[src/rtl/gsp_pkg.sv]
// ----------------------------------------------------------------------------
// gsp_pkg - shared types and constants for the generational slot pool
// Pool geometry, command and status codes, sequencer states and the
// coordinate conversion helpers.
// ----------------------------------------------------------------------------
package gsp_pkg;

  // Pool geometry
  localparam int SLOT_COUNT = 64;
  localparam int COORD_BITS = 16;
  localparam int IDX_W      = $clog2(SLOT_COUNT);
  localparam int SCAN_W     = IDX_W + 1;
  localparam int CNT_W      = $clog2(SLOT_COUNT + 1);
  localparam int GEN_W      = 8;
  localparam int THR_W      = 9;
  localparam int DIST_W     = 2 * COORD_BITS + 2;
  localparam int POS_W      = 3 * COORD_BITS;

  localparam logic [THR_W-1:0] THR_RESET = THR_W'(8);

  // Command codes
  localparam logic [2:0] CMD_SPAWN   = 3'd0;
  localparam logic [2:0] CMD_RESOLVE = 3'd1;
  localparam logic [2:0] CMD_SETPOS  = 3'd2;
  localparam logic [2:0] CMD_EVICT   = 3'd3;
  localparam logic [2:0] CMD_COUNT   = 3'd4;

  // Status codes
  localparam logic [1:0] ST_OK   = 2'd0;
  localparam logic [1:0] ST_FULL = 2'd1;
  localparam logic [1:0] ST_NONE = 2'd2;

  typedef logic signed [COORD_BITS-1:0] coord_t;

  typedef enum logic [3:0] {
    S_IDLE,
    S_SPAWN_SCAN,
    S_SPAWN_RD,
    S_SPAWN_WR,
    S_RES_RD,
    S_RES_CHK,
    S_SETPOS,
    S_EV_NEXT,
    S_EV_RD,
    S_EV_AX,
    S_EV_CMP,
    S_EV_FREE,
    S_OUT
  } gsp_state_t;

  // Control of the shared distance unit
  typedef struct packed {
    logic en;     // take one axis this cycle
    logic first;  // first axis of a slot: restart the sum
  } gsp_dist_ctl_t;

  typedef struct packed {
    logic [1:0]  status;
    logic [13:0] handle;
    logic        found;
    logic [15:0] model;
    logic        deletable;
    logic [15:0] pos_x;
    logic [15:0] pos_y;
    logic [15:0] pos_z;
  } gsp_result_t;

  // 16-bit port coordinate into the internal coordinate width
  function automatic coord_t coord_in(input logic [15:0] raw);
    logic signed [31:0] ext;
    ext = 32'(signed'(raw));
    return ext[COORD_BITS-1:0];
  endfunction

  // Internal coordinate back to the 16-bit port field
  function automatic logic [15:0] coord_out(input coord_t c);
    logic signed [31:0] ext;
    ext = 32'(c);
    return ext[15:0];
  endfunction

endpackage

[src/rtl/gsp_dist.sv]
// ----------------------------------------------------------------------------
// gsp_dist - shared squared-distance unit
// One axis per cycle: absolute difference, square, then accumulate.
// dist_sum is valid the cycle after the third axis was taken.
// ----------------------------------------------------------------------------
module gsp_dist (
  input  logic                      clk,
  input  gsp_pkg::gsp_dist_ctl_t    ctl,
  input  gsp_pkg::coord_t           a,
  input  gsp_pkg::coord_t           b,
  output logic [gsp_pkg::DIST_W-1:0] dist_sum
);
  import gsp_pkg::*;

  logic signed [COORD_BITS:0] diff;
  logic signed [COORD_BITS:0] diff_abs;
  logic [COORD_BITS-1:0]      mag;
  logic [2*COORD_BITS-1:0]    sq_r;
  logic [DIST_W-1:0]          acc_r;

  assign diff     = (COORD_BITS+1)'(a) - (COORD_BITS+1)'(b);
  assign diff_abs = diff[COORD_BITS] ? -diff : diff;
  assign mag      = diff_abs[COORD_BITS-1:0];

  // square is registered before it joins the sum
  always_ff @(posedge clk) begin
    if (ctl.en) begin
      sq_r  <= mag * mag;
      acc_r <= ctl.first ? '0 : acc_r + DIST_W'(sq_r);
    end
  end

  assign dist_sum = acc_r + DIST_W'(sq_r);

endmodule
[config.mk]
export PLATFORM = sky130hd
export DESIGN_NAME = gsp_dist
export DESIGN_NICKNAME = d
export VERILOG_FILES = /design/src/rtl/gsp_pkg.sv /design/src/rtl/gsp_dist.sv
export SDC_FILE = /design/constraint.sdc
export NUM_CORES = 1
export LEC_CHECK = 0
export BUFFER_PORTS_ARGS = -buffer_cell sky130_fd_sc_hd__buf_4
export CAP_MARGIN = 5
export CORE_MARGIN = 4
export CORE_UTILIZATION = 37
export DETAILED_ROUTE_END_ITERATION = 8
export GPL_TIMING_DRIVEN = 0
export RECOVER_POWER = 100
export SKIP_CTS_REPAIR_TIMING = 1
export SLEW_MARGIN = 20
export SYNTH_ARGS = -nofsm -noshare
export SYNTH_HDL_FRONTEND = slang
export SYNTH_SLANG_ARGS = --single-unit
[constraint.sdc]
create_clock -name clk -period 13.7 [get_ports clk]
set_clock_uncertainty 0.2 [all_clocks]
set_input_delay 1.37 -clock clk [delete_from_list [all_inputs] [get_ports clk]]
set_output_delay 1.37 -clock clk [all_outputs]
set_load 0.01 [all_outputs]
==> metrics.cfg, run 1 <==
[status]
status=complete, but fails checks
violations=max-capacitance violations, max-slew violations

[worst_setup_path]
r2r-end=acc_r[33]$_SDFFCE_PP0P_
path_class=primary input to register
critPathSlowestCell=a2111oi_0
critPathArrivalTime_ns=12.03
critPathLaunch=a[0]
cp-endpoint=sq_r[30]$_DFFE_PP_
slowest_delay_ns=0.72
crit_required_ns=13.58
r2r_slack_ns=9.77
reg2reg_depth=11
crit_path_end_kind=register
crit_fanout=10
startpoint_type=primary input
reg2reg_from=sq_r[2]$_DFFE_PP_

[floorplanning]
core_area_sq_um=32540
start_util=0.3748
die_h_microns=189.5
dieArea_sq_um=35920
fp.dieW_microns=189.5
io_pins=69
row_count=66

[synthesis]
synthFlopType=edfxtp_1
syn_avg_cell_area_sq_um=9.154
synth_seq_cells=65
syn_area_sq_um=12190
yosysUniqueCellTypes=74
ys_async_sr_fraction=0
yosys_warnings=0
syn_nets=1677
synth_cells=1332
synth-edff-count=65
seq_area_frac_synth=0.1601

[final_layout]
final_core_util=0.4129
drive_above_1_share=0.05654
nNetsFinal=1756
diodes=0
synthToLayoutAreaGrowth_pct=10.19

[cts]
path_clk_slew_ns=0.06
cts_buffers=9
clk_latency_ns=0.33
cts_root_buf=clkbuf_16
cts_tree=yes
cts_buffer_depth=2
clock_sink_count=65
cts_max_level=3

[drt]
drcViolationCount=0
ant_nets=0
detail_route.wl_per_cell_microns=14.71
vias=9099
via_per_inst=4.900
routed_wl_mm=27.32
drt-initial-drc-count=409
firstDrtPassIters=5

[global_routing]
grt_pass1_vias=9445
grt_pass1_wl_mm=46.53
grtUsageTotal=0.1569
grt_start_max_net_pins=66
grt_antenna_before_repair=0
grt_overflow_total=0

[flow_run]
maxCapViolations=1

[place]
post-dp-hpwl_mm=23.05
preCtsSetupSlack_ns=1.936
io_buffers=68
globalplace.congestion=0.8641

[timing]
finalHoldViolCount=0
fin_ws_ns=1.550
worst_pin_slew_ns=3.367
slew_headroom=-1.245
finalSetupViolCount=0
drv_slew=66
min_period_ns=12.15
rsz0062_at_grt=no
finalSetupTns_ns=0
fin_crit_sh=0.8869
max_freq_mhz=82.30

[hold_path]
hold_path_class=register to register

==> logic make-up after synthesis <==
group	count (synthesis)	synth area share
and+or+nand+nor	337	0.1327
adders and majority gates	310	0.4209
buffers and inverters	300	0.09420
AOI/OAI and AO/OA	230	0.1229
xor gates and xnor gates	86	0.06578
DFF	65	0.1601
muxes	4	0.003386
==> through the flow <==
step | cell area (sq um) | hold slack, ns | cells
2_1_floorplan | 12190 | 0.5111 | 1332
3_3_place_gp | 13260 | 0.4672 | 1842
3_5_place_dp | 13260 | 0.4898 | 1842
4_1_cts | 13570 | 0.5096 | 1857
5_1_grt | 13440 | 0.5367 | 1857
6_report | 13440 | 0.4951 | 1857
==> worst min path at each step <==
stage / start / end / slack [ns] / depth (start not counted)
global route: acc_r[0]$_SDFFCE_PP0P_ / acc_r[0]$_SDFFCE_PP0P_ / 0.54 / 2
floorplan: acc_r[0]$_SDFFCE_PP0P_ / acc_r[0]$_SDFFCE_PP0P_ / 0.51 / 2
detailed placement: acc_r[0]$_SDFFCE_PP0P_ / acc_r[0]$_SDFFCE_PP0P_ / 0.49 / 2
finish: acc_r[0]$_SDFFCE_PP0P_ / acc_r[0]$_SDFFCE_PP0P_ / 0.50 / 2
CTS: acc_r[0]$_SDFFCE_PP0P_ / acc_r[0]$_SDFFCE_PP0P_ / 0.51 / 2
global placement: acc_r[0]$_SDFFCE_PP0P_ / acc_r[0]$_SDFFCE_PP0P_ / 0.47 / 2
==> worst max-delay path, delay by kind of cell <==
kind | cells | cell delay, ns
AO/OA/AOI/OAI | 14 | 4.25
adder cells (fa/ha/maj) | 9 | 3.86
buffers and inverters | 9 | 1.24
XOR/XNOR | 2 | 0.78
AND/OR/NAND/NOR | 3 | 0.55
==> layout by cell type (no fill, tap or decap), types with 18 or more instances in the layout <==
cell / instances
a21o_1: 34
a21oi_1: 71
buf_4: 32
clkbuf_1: 55
edfxtp_1: 65
fa_1: 167
ha_1: 143
inv_1: 263
nand2_1: 97
nor2_1: 105
nor2b_1: 43
nor3_1: 18
o21ai_0: 36
xnor2_1: 52
xor2_1: 29
==> cells in the mapped netlist (all sizes together) (3+ instances only) <==
cell	n	area (sq um)
mux2i	3	30.03
a31oi	7	43.79
nor4	5	61.31
ha	143	1789
xnor2	56	531.8
a221oi	3	26.28
buf	11	63.81
o21a	10	75.07
and2	6	37.54
nand2b	15	93.84
fa	167	3343
nand3b	3	22.52
nor2	105	394.1
nor3	18	90.09
inv	271	1017
a2111oi	3	28.78
nand3	13	65.06
clkbuf	17	63.81
a21oi	72	364.1
nand4	6	37.54
a22oi	3	27.52
xor2	30	270.3
o2111ai	3	26.28
o21bai	12	90.09
o21ai	42	210.2
or4	3	26.27
a211oi	8	65.06
edfxtp	65	1952
o211a	3	30.03
or3	3	18.77
or2	6	37.54
o31ai	7	52.55
nor2b	43	269.0
a21o	34	255.2
o211ai	4	30.03
and3	8	50.05
nand2	97	364.1
==> cell type report <==
type,instances,area [sq um]
fill,3365,19100
multi-input combinational,967,9091
sequential,65,1952
inverter,272,1021
tap,442,553.0
timing repair buffer,68,375.4
clock buffer,9,225.2
buffer,28,125.1
clock inverter,6,92.59
==> flip-flops by register name, indices dropped and copies added, names as in the netlist <==
signal and flops:
sq_r 31, acc_r 34
==> metal layers <==
| metal | global-route usage | vias up | part of all wire |
|---|---|---|---|
| li1 | - | 4493 | - |
| met1 | 0.2196 | 4374 | 0.48 |
| met2 | 0.2637 | 208 | 0.46 |
| met3 | 0.02202 | 24 | 0.046 |
| met4 | 0.02894 | 0 | 0.012 |
| met5 | 0 | - | 0 |
Power of run 1 is left out: the tool's default activity adds up to more than one toggle a clock period on the data nets, which glitch-free logic cannot reach.
==> run 2: changes to the inputs <==
--- a/config.mk
+++ b/config.mk
@@ -5,12 +5,13 @@
 export SDC_FILE = /design/constraint.sdc
 export NUM_CORES = 1
 export LEC_CHECK = 0
-export BUFFER_PORTS_ARGS = -buffer_cell sky130_fd_sc_hd__buf_4
 export CAP_MARGIN = 5
 export CORE_MARGIN = 4
 export CORE_UTILIZATION = 37
 export DETAILED_ROUTE_END_ITERATION = 8
+export DONT_BUFFER_PORTS = 1
 export GPL_TIMING_DRIVEN = 0
+export HOLD_SLACK_MARGIN = 0.1
 export RECOVER_POWER = 100
 export SKIP_CTS_REPAIR_TIMING = 1
 export SLEW_MARGIN = 20
==> run 2 against run 1 <==
The run now ends clean. Sequential share of layout area is 0.44 points higher. Clock-buffer cell count did not move. Core utilization decreased by 1.2 points. Critical endpoint unchanged. Highest routed layer unchanged.
==> metrics.cfg, run 2 (synthesized netlist as in run 1, its figures left out) <==
[global_routing]
grt_overflow_total=0
grtUsageTotal=0.1583
grt_start_max_net_pins=66
grt_pass1_wl_mm=46.56
grt_antenna_before_repair=0
grt_pass1_vias=9346

[hold_path]
hp-start=acc_r[0]$_SDFFCE_PP0P_
hold_path_class=register to register
worstHoldPathCells=2
hold_end=acc_r[0]$_SDFFCE_PP0P_

[worst_setup_path]
crit_path_end_kind=register
critPathSlowestCell=a2111oi_1
critPathArrivalTime_ns=12.22
critPathTopFamily=compound AO/OA/AOI/OAI gates
timing.critical_path.buf_inv=8
slowest_delay_ns=0.71
crit_required_ns=13.62
startpoint_type=primary input
reg2reg_depth=11
path_class=primary input to register
reg2reg_from=sq_r[2]$_DFFE_PP_
crit_fanout=10
cp.depth=36
r2r_slack_ns=9.80
r2r-end=acc_r[33]$_SDFFCE_PP0P_

[drt]
drcViolationCount=0
vias=8949
ant_nets=0
drt-initial-drc-count=520
detail_route.wl_per_cell_microns=15.41
via_per_inst=5.005
firstDrtPassIters=5
routed_wl_mm=27.55

[timing]
drv_slew=0
finalSetupTns_ns=0
finalSetupViolCount=0
finalHoldViolCount=0
min_period_ns=12.30
worst_pin_slew_ns=1.172
rsz0062_at_grt=no
max_freq_mhz=81.30
slew_headroom=0.2131
fin_crit_sh=0.8978

[final_layout]
diodes=0
final_cell_mix=inv_1, fa_1, ha_1, nor2_1, nand2_1
regMostFlops=acc_r
fill_cells=3304
multiInputGateArea_sq_um=9092
layout_commonest_cell=inv_1
top_regs=acc_r x34, sq_r x31
drive_above_1_share=0.03492
synthToLayoutAreaGrowth_pct=6.968
nNetsFinal=1688
largest_register_ffs=34
seq_area_sq_um=1952

[cts]
cts_buffers=9
cts_max_level=3
path_clk_slew_ns=0.05
clk_latency_ns=0.33
cts_buffer_depth=2
clock_sink_count=65
cts_root_buf=clkbuf_16
cts_tree=yes

[status]
status=completed

[place]
post-dp-hpwl_mm=22.85
io_buffers=0
globalplace.congestion=0.8906

[floorplanning]
row_count=66
io_pins=69
start_util=0.3748
die_h_microns=189.5
fp.dieW_microns=189.5
dieArea_sq_um=35920
core_area_sq_um=32540

[flow_run]
maxCapViolations=0

## run 2: cell types whose count changed in the layout (fill, tap and decap cells not counted), sizes merged
cell / change
clkbuf: -38
inv: -1
buf: -30
clkinv: +2
clkinvlp: -2
## run 2: through the flow
step / instances / cell area, sq um / utilization / hold WS [ns] / setup slack [ns]
2_1_floorplan: 1332 / 12190 / - / 0.5111 / 3.572
3_3_place_gp: 1774 / 12750 / 0.3917 / 0.5400 / 1.964
3_5_place_dp: 1774 / 12750 / 0.3917 / 0.5464 / 1.892
4_1_cts: 1788 / 13040 / 0.4009 / 0.5639 / 2.223
5_1_grt: 1788 / 13040 / 0.4009 / 0.5889 / 0.8571
6_report: 1788 / 13040 / 0.4009 / 0.5598 / 1.400
## run 2: cell type report
| class | count | area share |
|---|---|---|
| clock inverters | 5 | 0.005564 |
| flip-flops and latches | 65 | 0.1497 |
| multi-input cells | 967 | 0.6971 |
| inverters | 272 | 0.07828 |
| plain buffers | 28 | 0.009689 |
| well taps | 442 | 0.04240 |
| clock buffers | 9 | 0.01727 |
## run 2: per-layer routing
layer  vias to the layer above  global-route usage  share of wire
met1                      4336              0.2189           0.47
met3                        40             0.02128          0.050
met5                         -                   0              0
met2                       211              0.2639           0.46
li1                       4362                   -              -
met4                         0             0.04062          0.019
## run 2: worst min-delay path: stages (launching register included)
cell and delay (ns):
edfxtp_1 0.32, ha_1 0.18, nor2b_1 0.14
## run 2: worst max path at each step
stage	startpoint	to	slack [ns]
3_3_place_gp	a[0]	sq_r[28]$_DFFE_PP_	1.96
6_report	a[0]	sq_r[30]$_DFFE_PP_	1.40
5_1_grt	a[0]	sq_r[30]$_DFFE_PP_	0.86
3_5_place_dp	a[0]	sq_r[30]$_DFFE_PP_	1.89
4_1_cts	a[0]	sq_r[30]$_DFFE_PP_	2.22
2_1_floorplan	a[0]	sq_r[28]$_DFFE_PP_	3.57
Power of run 2 is left out for the same reason.
